File: config.mk
export PLATFORM = sky130hd
export DESIGN_NAME = framed_delta_coder_core
export DESIGN_NICKNAME = d
export VERILOG_FILES = /design/src/fdc_pkg.sv /design/src/fdc_csr.sv /design/src/fdc_datapath.sv /design/src/framed_delta_coder_core.sv
export SDC_FILE = /design/constraint.sdc
export NUM_CORES = 1
export LEC_CHECK = 0
export BUFFER_PORTS_ARGS = -buffer_cell sky130_fd_sc_hd__buf_2
export CAP_MARGIN = 20
export CORE_MARGIN = 5
export CORE_UTILIZATION = 60
export DETAILED_ROUTE_END_ITERATION = 8
export PLACE_DENSITY_LB_ADDON = 0.05
export SYNTH_ARGS = -nofsm -noshare
export SYNTH_HDL_FRONTEND = slang
export SYNTH_SLANG_ARGS = --single-unit
File: constraint.sdc
create_clock -name clock -period 8.8 [get_ports clock]
set_input_delay 1.32 -clock clock [delete_from_list [all_inputs] [get_ports clock]]
set_output_delay 1.32 -clock clock [all_outputs]
set_load 0.02 [all_outputs]
File: src/fdc_pkg.sv
// Package for the framed delta coder: configuration types, register and operation codes,
// and the lane-aware add/subtract shared by the datapath.
// No dependencies.
package fdc_pkg;

   // Widths fixed by the register map and the stream fields.
   localparam int unsigned DATA_WIDTH      = 32;
   localparam int unsigned CSR_INDEX_WIDTH = 2;
   localparam int unsigned U8_BITS         = 8;

   // Register indexes.
   localparam logic [CSR_INDEX_WIDTH-1:0] CSR_OPERATION      = 2'd0;
   localparam logic [CSR_INDEX_WIDTH-1:0] CSR_ELEMENT_BYTES  = 2'd1;
   localparam logic [CSR_INDEX_WIDTH-1:0] CSR_FRAME_ELEMENTS = 2'd2;
   localparam logic [CSR_INDEX_WIDTH-1:0] CSR_BYTE_LANES     = 2'd3;

   // Operation codes.
   localparam logic [1:0] OP_DIFF        = 2'd0;
   localparam logic [1:0] OP_SUM         = 2'd1;
   localparam logic [1:0] OP_SECOND_DIFF = 2'd2;
   localparam logic [1:0] OP_DOUBLE_SUM  = 2'd3;

   // Register reset values.
   localparam logic [DATA_WIDTH-1:0] FRAME_ELEMENTS_RESET = 32'd1;

   typedef struct packed {
      logic [1:0]            operation;
      logic [1:0]            element_bytes_less_one;
      logic [DATA_WIDTH-1:0] frame_elements_less_one;
      logic                  per_byte_lanes;
   } cfg_type;

   // a + b or a - b, either across the whole word or with each byte wrapping on its own.
   function automatic logic [DATA_WIDTH-1:0] lane_combine(
      input logic [DATA_WIDTH-1:0] a,
      input logic [DATA_WIDTH-1:0] b,
      input logic                  sub,
      input logic                  lanes
   );
      logic [DATA_WIDTH-1:0] whole;
      logic [DATA_WIDTH-1:0] split;
      whole = sub ? (a - b) : (a + b);
      for (int i = 0; i < DATA_WIDTH / U8_BITS; i++) begin
         split[i*U8_BITS +: U8_BITS] = sub ? (a[i*U8_BITS +: U8_BITS] - b[i*U8_BITS +: U8_BITS])
                                           : (a[i*U8_BITS +: U8_BITS] + b[i*U8_BITS +: U8_BITS]);
      end
      return lanes ? split : whole;
   endfunction

endpackage

File: src/fdc_csr.sv
// Configuration registers of the framed delta coder, written through a plain write port.
// Depends on fdc_pkg.
module fdc_csr (
   input  logic                                 clock,
   input  logic                                 reset,
   input  logic                                 csr_write_enable,
   input  logic [fdc_pkg::CSR_INDEX_WIDTH-1:0]  csr_index,
   input  logic [fdc_pkg::DATA_WIDTH-1:0]       csr_write_data,
   output fdc_pkg::cfg_type                     cfg
);

   fdc_pkg::cfg_type cfg_ff;
   fdc_pkg::cfg_type cfg_in;

   // Decode the write and update the addressed field only.
   always_comb begin
      cfg_in = cfg_ff;
      if (csr_write_enable) begin
         unique case (csr_index)
            fdc_pkg::CSR_OPERATION:      cfg_in.operation = csr_write_data[1:0];
            fdc_pkg::CSR_ELEMENT_BYTES:  cfg_in.element_bytes_less_one = csr_write_data[1:0];
            fdc_pkg::CSR_FRAME_ELEMENTS: cfg_in.frame_elements_less_one = csr_write_data;
            fdc_pkg::CSR_BYTE_LANES:     cfg_in.per_byte_lanes = csr_write_data[0];
            default:                     cfg_in = cfg_ff;
         endcase
      end
   end

   always_ff @(posedge clock) begin
      if (reset) begin
         cfg_ff.operation               <= fdc_pkg::OP_DIFF;
         cfg_ff.element_bytes_less_one  <= 2'd0;
         cfg_ff.frame_elements_less_one <= fdc_pkg::FRAME_ELEMENTS_RESET;
         cfg_ff.per_byte_lanes          <= 1'b0;
      end else begin
         cfg_ff <= cfg_in;
      end
   end

   assign cfg = cfg_ff;

endmodule

File: src/fdc_datapath.sv
// Coding datapath: history registers, frame position counter and the add/subtract logic
// that turns one registered element into one result. Depends on fdc_pkg.
module fdc_datapath #(
   parameter int unsigned MAX_ELEMENT_WIDTH = 32
) (
   input  logic                         clock,
   input  logic                         reset,
   input  fdc_pkg::cfg_type             cfg,
   input  logic                         step,
   input  logic [MAX_ELEMENT_WIDTH-1:0] element,
   output logic [MAX_ELEMENT_WIDTH-1:0] result,
   output logic                         last
);

   localparam int unsigned DW = fdc_pkg::DATA_WIDTH;

   logic [MAX_ELEMENT_WIDTH-1:0] first_history_ff,  first_history_in;
   logic [MAX_ELEMENT_WIDTH-1:0] second_history_ff, second_history_in;
   logic [DW-1:0]                position_ff,       position_in;

   logic [5:0]                   width_bits;
   logic [5:0]                   elem_bits;
   logic [MAX_ELEMENT_WIDTH-1:0] mask;
   logic [MAX_ELEMENT_WIDTH-1:0] x;
   logic [MAX_ELEMENT_WIDTH-1:0] h1;
   logic [MAX_ELEMENT_WIDTH-1:0] h2;
   logic [MAX_ELEMENT_WIDTH-1:0] first_term;
   logic [MAX_ELEMENT_WIDTH-1:0] second_term;
   logic                         start;
   logic                         subtract;

   // Element width in bits, limited by the widest element the block carries.
   always_comb begin
      width_bits = {2'b00, cfg.element_bytes_less_one, 2'b00} + 6'd4;
      width_bits = {width_bits[4:0], 1'b0};
      elem_bits  = (width_bits > 6'(MAX_ELEMENT_WIDTH)) ? 6'(MAX_ELEMENT_WIDTH) : width_bits;
      for (int i = 0; i < MAX_ELEMENT_WIDTH; i++) begin
         mask[i] = (6'(i) < elem_bits);
      end
   end

   // Operands, masked to the current width.
   assign x        = element & mask;
   assign h1       = first_history_ff & mask;
   assign h2       = second_history_ff & mask;
   assign start    = (position_ff == '0);
   assign subtract = (cfg.operation == fdc_pkg::OP_DIFF) ||
                     (cfg.operation == fdc_pkg::OP_SECOND_DIFF);

   // First stage of the arithmetic: against the previous element, or nothing at frame start.
   assign first_term = MAX_ELEMENT_WIDTH'(fdc_pkg::lane_combine(
                          DW'(x), DW'(start ? '0 : h1), subtract, cfg.per_byte_lanes)) & mask;

   // Second stage, used by the second-order operations past the frame start.
   assign second_term = MAX_ELEMENT_WIDTH'(fdc_pkg::lane_combine(
                           DW'(first_term), DW'(h2), subtract, cfg.per_byte_lanes)) & mask;

   assign result = (cfg.operation[1] && !start) ? second_term : first_term;
   assign last   = (position_ff >= cfg.frame_elements_less_one);

   // History and position updates for the element being coded.
   always_comb begin
      first_history_in  = first_history_ff;
      second_history_in = second_history_ff;
      case (cfg.operation)
         fdc_pkg::OP_DIFF: begin
            first_history_in = x;
         end
         fdc_pkg::OP_SUM: begin
            first_history_in = first_term;
         end
         fdc_pkg::OP_SECOND_DIFF: begin
            first_history_in  = x;
            second_history_in = start ? '0 : first_term;
         end
         default: begin
            first_history_in  = start ? '0 : first_term;
            second_history_in = start ? first_term : second_term;
         end
      endcase
      position_in = last ? '0 : position_ff + 1'b1;
   end

   always_ff @(posedge clock) begin
      if (reset) begin
         first_history_ff  <= '0;
         second_history_ff <= '0;
         position_ff       <= '0;
      end else if (step) begin
         first_history_ff  <= first_history_in;
         second_history_ff <= second_history_in;
         position_ff       <= position_in;
      end
   end

   // A coded element never carries bits above the element width.
   assert property (@(posedge clock) disable iff (reset) step |-> ((result & ~mask) == '0))
      else $error("result has bits above the element width");

   // The last element of a frame sends the position back to the start.
   assert property (@(posedge clock) disable iff (reset) (step && last) |=> (position_ff == '0))
      else $error("position not cleared after the last element of a frame");

   // Any other element moves the position on by one.
   assert property (@(posedge clock) disable iff (reset)
                    (step && !last) |=> (position_ff == $past(position_ff) + 1'b1))
      else $error("position did not advance by one");

endmodule

File: src/framed_delta_coder_core.sv
// Top level of the framed delta coder: request register, coding datapath, response register.
// Depends on fdc_pkg, fdc_csr and fdc_datapath.
//
// Usage:
//   Elements enter on the request channel (req_valid/req_ready, req_element_value) and
//   one coded element leaves on the response channel for each request
//   (rsp_valid/rsp_ready, rsp_result_value, rsp_frame_last marks the end of a frame).
//   Configuration is written through csr_write_enable/csr_index/csr_write_data while
//   no request is in flight; new values apply from the next element.
// Flow and throughput:
//   A request accepted into the request register is coded from it combinationally, and the
//   result is captured in the response register, which drives the response port.
//   One request is accepted every cycle while the response is not stalled.
// Reset:
//   Synchronous reset empties both registers, clears the histories and the frame
//   position, and loads the register reset values.
// Stalls:
//   While rsp_ready is low the response holds; one further request is still taken into
//   the request register, after which req_ready drops until the response moves on.
module framed_delta_coder_core #(
   parameter int unsigned MAX_ELEMENT_WIDTH = 32
) (
   input  logic                                clock,
   input  logic                                reset,
   input  logic                                req_valid,
   output logic                                req_ready,
   input  logic [fdc_pkg::DATA_WIDTH-1:0]      req_element_value,
   output logic                                rsp_valid,
   input  logic                                rsp_ready,
   output logic [fdc_pkg::DATA_WIDTH-1:0]      rsp_result_value,
   output logic                                rsp_frame_last,
   input  logic                                csr_write_enable,
   input  logic [fdc_pkg::CSR_INDEX_WIDTH-1:0] csr_index,
   input  logic [fdc_pkg::DATA_WIDTH-1:0]      csr_write_data
);

   fdc_pkg::cfg_type cfg;

   logic                         in_valid_ff,  in_valid_in;
   logic [MAX_ELEMENT_WIDTH-1:0] in_elem_ff;
   logic                         rsp_valid_ff, rsp_valid_in;
   logic [MAX_ELEMENT_WIDTH-1:0] rsp_value_ff;
   logic                         rsp_last_ff;

   logic                         advance;
   logic                         req_take;
   logic [MAX_ELEMENT_WIDTH-1:0] coded;
   logic                         coded_last;

   fdc_csr u_csr (
      .clock            (clock),
      .reset            (reset),
      .csr_write_enable (csr_write_enable),
      .csr_index        (csr_index),
      .csr_write_data   (csr_write_data),
      .cfg              (cfg)
   );

   fdc_datapath #(
      .MAX_ELEMENT_WIDTH (MAX_ELEMENT_WIDTH)
   ) u_datapath (
      .clock   (clock),
      .reset   (reset),
      .cfg     (cfg),
      .step    (advance),
      .element (in_elem_ff),
      .result  (coded),
      .last    (coded_last)
   );

   // The request register moves into the response register whenever that one is free.
   assign advance   = in_valid_ff && (!rsp_valid_ff || rsp_ready);
   assign req_ready = !in_valid_ff || advance;
   assign req_take  = req_valid && req_ready;

   always_comb begin
      in_valid_in  = req_take ? 1'b1 : (advance ? 1'b0 : in_valid_ff);
      rsp_valid_in = advance ? 1'b1 : (rsp_ready ? 1'b0 : rsp_valid_ff);
   end

   // Handshake state.
   always_ff @(posedge clock) begin
      if (reset) begin
         in_valid_ff  <= 1'b0;
         rsp_valid_ff <= 1'b0;
      end else begin
         in_valid_ff  <= in_valid_in;
         rsp_valid_ff <= rsp_valid_in;
      end
   end

   // Payload registers.
   always_ff @(posedge clock) begin
      if (req_take) begin
         in_elem_ff <= MAX_ELEMENT_WIDTH'(req_element_value);
      end
      if (advance) begin
         rsp_value_ff <= coded;
         rsp_last_ff  <= coded_last;
      end
   end

   assign rsp_valid        = rsp_valid_ff;
   assign rsp_result_value = fdc_pkg::DATA_WIDTH'(rsp_value_ff);
   assign rsp_frame_last   = rsp_last_ff;

   // An empty request register always takes a request.
   assert property (@(posedge clock) disable iff (reset) !in_valid_ff |-> req_ready)
      else $error("request refused while the request register is empty");

   // A held request is not dropped while the response stalls.
   assert property (@(posedge clock) disable iff (reset)
                    (in_valid_ff && rsp_valid_ff && !rsp_ready) |=> (in_valid_ff && rsp_valid_ff))
      else $error("request or response lost during a stall");

endmodule
==> metrics <==
status finished clean; relative slew slack 25.1%; gpl congestion 0.952; Num CTS Buffers 17; Gate power share 30.7%; worst hold-check path type reg2reg; cell row count 62; Yosys reg bits 200; CTS resizes 0; MaxCap Viol Count 0; Mapped Nets 2493; multi-input logic area 0.0118 mm2; # IOs 106; CP Launch Type register; number of global-route vias before repair 16100; Crit Path Category reg2reg; final net count 2523; commonest non-fill, non-tap cell in the layout nand2_1; DRC Markers 0; sw frac 35.0%; Reg area 0.00466 mm2; sequential area share after synthesis 27.0%; Synth Cell Area 0.0173 mm2; core area 0.0285 mm2; max incr delay on CP 500 ps; fillcell total 2544; Ys Warns 0; CP top delay family compound AO/OA/AOI/OAI gates; first-pass GRT wire length 82.0 mm; net switching power 927 uW; first-pass iteration count of the detailed router 6; Worst-path clk slew 80 ps; H-Tree Depth 4; Worst EP required 9010 ps; Post-Route Setup TNS 0 ps; Iter 0 DRT Violations 1854; setup repair bufs after CTS 0; top_reg_cell synth dfxtp_1; Cells after Synth 2268; Clk network pwr share 30.8%; Worst Setup End Kind register; reg-to-reg critical path endpoint rsp_result_value[30]; Worst Path Max Fanout 23; die height 180 um; fmax 0.128 GHz; unique cell type count in the Yosys netlist 83; CP Launch Point u_datapath.position_ff[0]; Most Frequent Cell on Critical Path ha_1; clock latency on the worst-skew pair 480 ps; largest net degree at the start of global routing 73; WL/cell 18.7 um; Slew @ Worst Pin 1120 ps; slowest library cell on the worst path or2_2; Critical path buffers and inverters 1; Critical Path AT 8020 ps; sequential share of power 38.5%; worst vdd ir 0.164 mV; Reg2Reg Setup Slack 990 ps; post-detail-place hpwl 37.1 mm; Worst R2R Path Depth 30; RSZ-0062 raised after global routing false; Post-synth EDFFs 65; clk sinks 200; CTS root buf clkbuf_16; total die area 0.0323 mm2; crit path time final 7810 ps; Detail Route Antenna Nets 0; Max Slew Vio Count 0; commonest cells after routing, fill and taps aside nand2_1 (330), nor2_1 (232), a21oi_1 (161); CTS max path bufs 2; final number of hold-violating endpoints 0; pwr/cell area 142 mW/mm2; P&R area growth vs syn 8.09%; vias post-DR 16800; Critical R2R Launch u_datapath.position_ff[0]; Starting Density 60.5%; final WL 50.5 mm; P_int 1.72 mW; CP Capture Point rsp_result_value[30]; grt ovf 0; Global Route Usage Sum 30.5%; asr flop ratio synth 0%; Levels on crit path 30; Final Skew 19.3 ps; die width 180 um; Overall Power 2.65 mW; Avg Inst Size Synth 7.61 um2; # setup viols final 0; Pleak 7.51 nW; # hold bufs at CTS 0; CTS tree yes; initial antenna violation count 1; part of the cycle the worst path needs 88.8%; fraction of layout cells with a size suffix above 1 9.26%; port bufs 105; vias per cell 6.22; Inserted Diodes 0
==> stage by stage <==
| stage | setup WS, ps | util, % | hold slack [ps] | instances | area, um2 |
|---|---|---|---|---|---|
| finish | 990 | 65.4 | 457 | 2695 | 18700 |
| global route | 316 | 65.4 | 476 | 2695 | 18700 |
| CTS | 1130 | 65.4 | 457 | 2695 | 18700 |
| detailed placement | 1190 | 63.3 | 446 | 2663 | 18100 |
| global placement | 1400 | 63.3 | 444 | 2663 | 18100 |
| floorplan | 2100 | - | 436 | 2268 | 17300 |
==> metal layers <==
layer  GRT usage (%)  wire [um]  vias up  share of wire [%]
met5               0          8        -              0.016
met4            9.48       1380        2                2.7
met3            6.45       4790      100                9.5
met2            48.4      22400      746                 44
met1            42.0      21900     7764                 43
li1                -          -     8154                  -
==> worst min-delay path by stage <==
stage	start	endpoint	slack, ps	cells past startpoint
after floorplan	u_csr.cfg[10]	u_csr.cfg[10]	440	2
after CTS	u_csr.cfg[30]	u_csr.cfg[30]	460	2
after global placement	u_csr.cfg[9]	u_csr.cfg[9]	440	2
after detailed placement	u_csr.cfg[30]	u_csr.cfg[30]	450	2
after global routing	u_csr.cfg[15]	u_csr.cfg[15]	480	2
final	u_csr.cfg[9]	u_csr.cfg[9]	460	2
==> worst min-delay path, cell delays in order (launching register included) <==
cell	delay, ps
dfxtp_1	310
nand2_1	50
a21oi_1	50
==> state kept, by name (all words and copies together), names as in the netlist <==
register and flops:
rsp_frame_last 1, rsp_valid 1, in_elem_ff 32, in_valid_ff 1, u_datapath.second_history_ff 32, u_csr.cfg 37
u_datapath.position_ff 32, u_datapath.first_history_ff 32, rsp_result_value 32
==> synth_stat cells (14+ instances only) <==
cell,instances,area (um2)
xnor2_1,104,911
xor2_1,59,517
o21ai_0,149,746
nand2_1,330,1240
nor2_1,234,878
and3_1,24,150
o21a_1,23,173
and2_1,27,169
or2_2,18,113
nor3_1,66,330
nand3_1,41,205
dfxtp_1,135,2700
inv_1,105,394
nand2b_1,17,106
mux2i_1,20,200
a211oi_1,34,255
a21oi_1,162,811
o31ai_1,16,120
nor2b_1,27,169
clkbuf_1,111,417
o2111ai_1,14,123
a221oi_1,18,158
ha_1,146,1830
edfxtp_1,65,1950
a21o_1,47,353
or3_1,28,175
a31oi_1,16,100
nand4_1,17,106
==> power groups by stage <==
stage	logic [mW]	clock network [mW]	registers, mW
2_1_floorplan	0.586	0	1.04
3_3_place_gp	0.778	0	1.04
3_5_place_dp	0.790	0	1.04
4_1_cts	0.795	0.825	1.02
5_1_grt	0.883	0.864	1.02
6_report	0.811	0.815	1.02
==> area by class of cell <==
cell class	instances	share of cell area (%)
flip-flops and latches	200	25.0
multi-input cells	1838	63.1
clock inverters	14	0.805
clock buffers	18	2.35
repair buffers	134	4.00
well taps	384	2.57
inverters	107	2.15
==> cell families (layout without fill, tap and decap cells) <==
logic type / Yosys count / after routing / share of synthesized area (%)
simple gates: 882 / 882 / 23.5
compound gates: 612 / 612 / 23.0
buf+inv: 230 / 273 / 5.01
flops: 200 / 200 / 27.0
xor+xnor: 166 / 166 / 8.62
fa+ha+maj: 154 / 154 / 11.5
mux: 24 / 24 / 1.42
(Power assumes the default switching activity.)
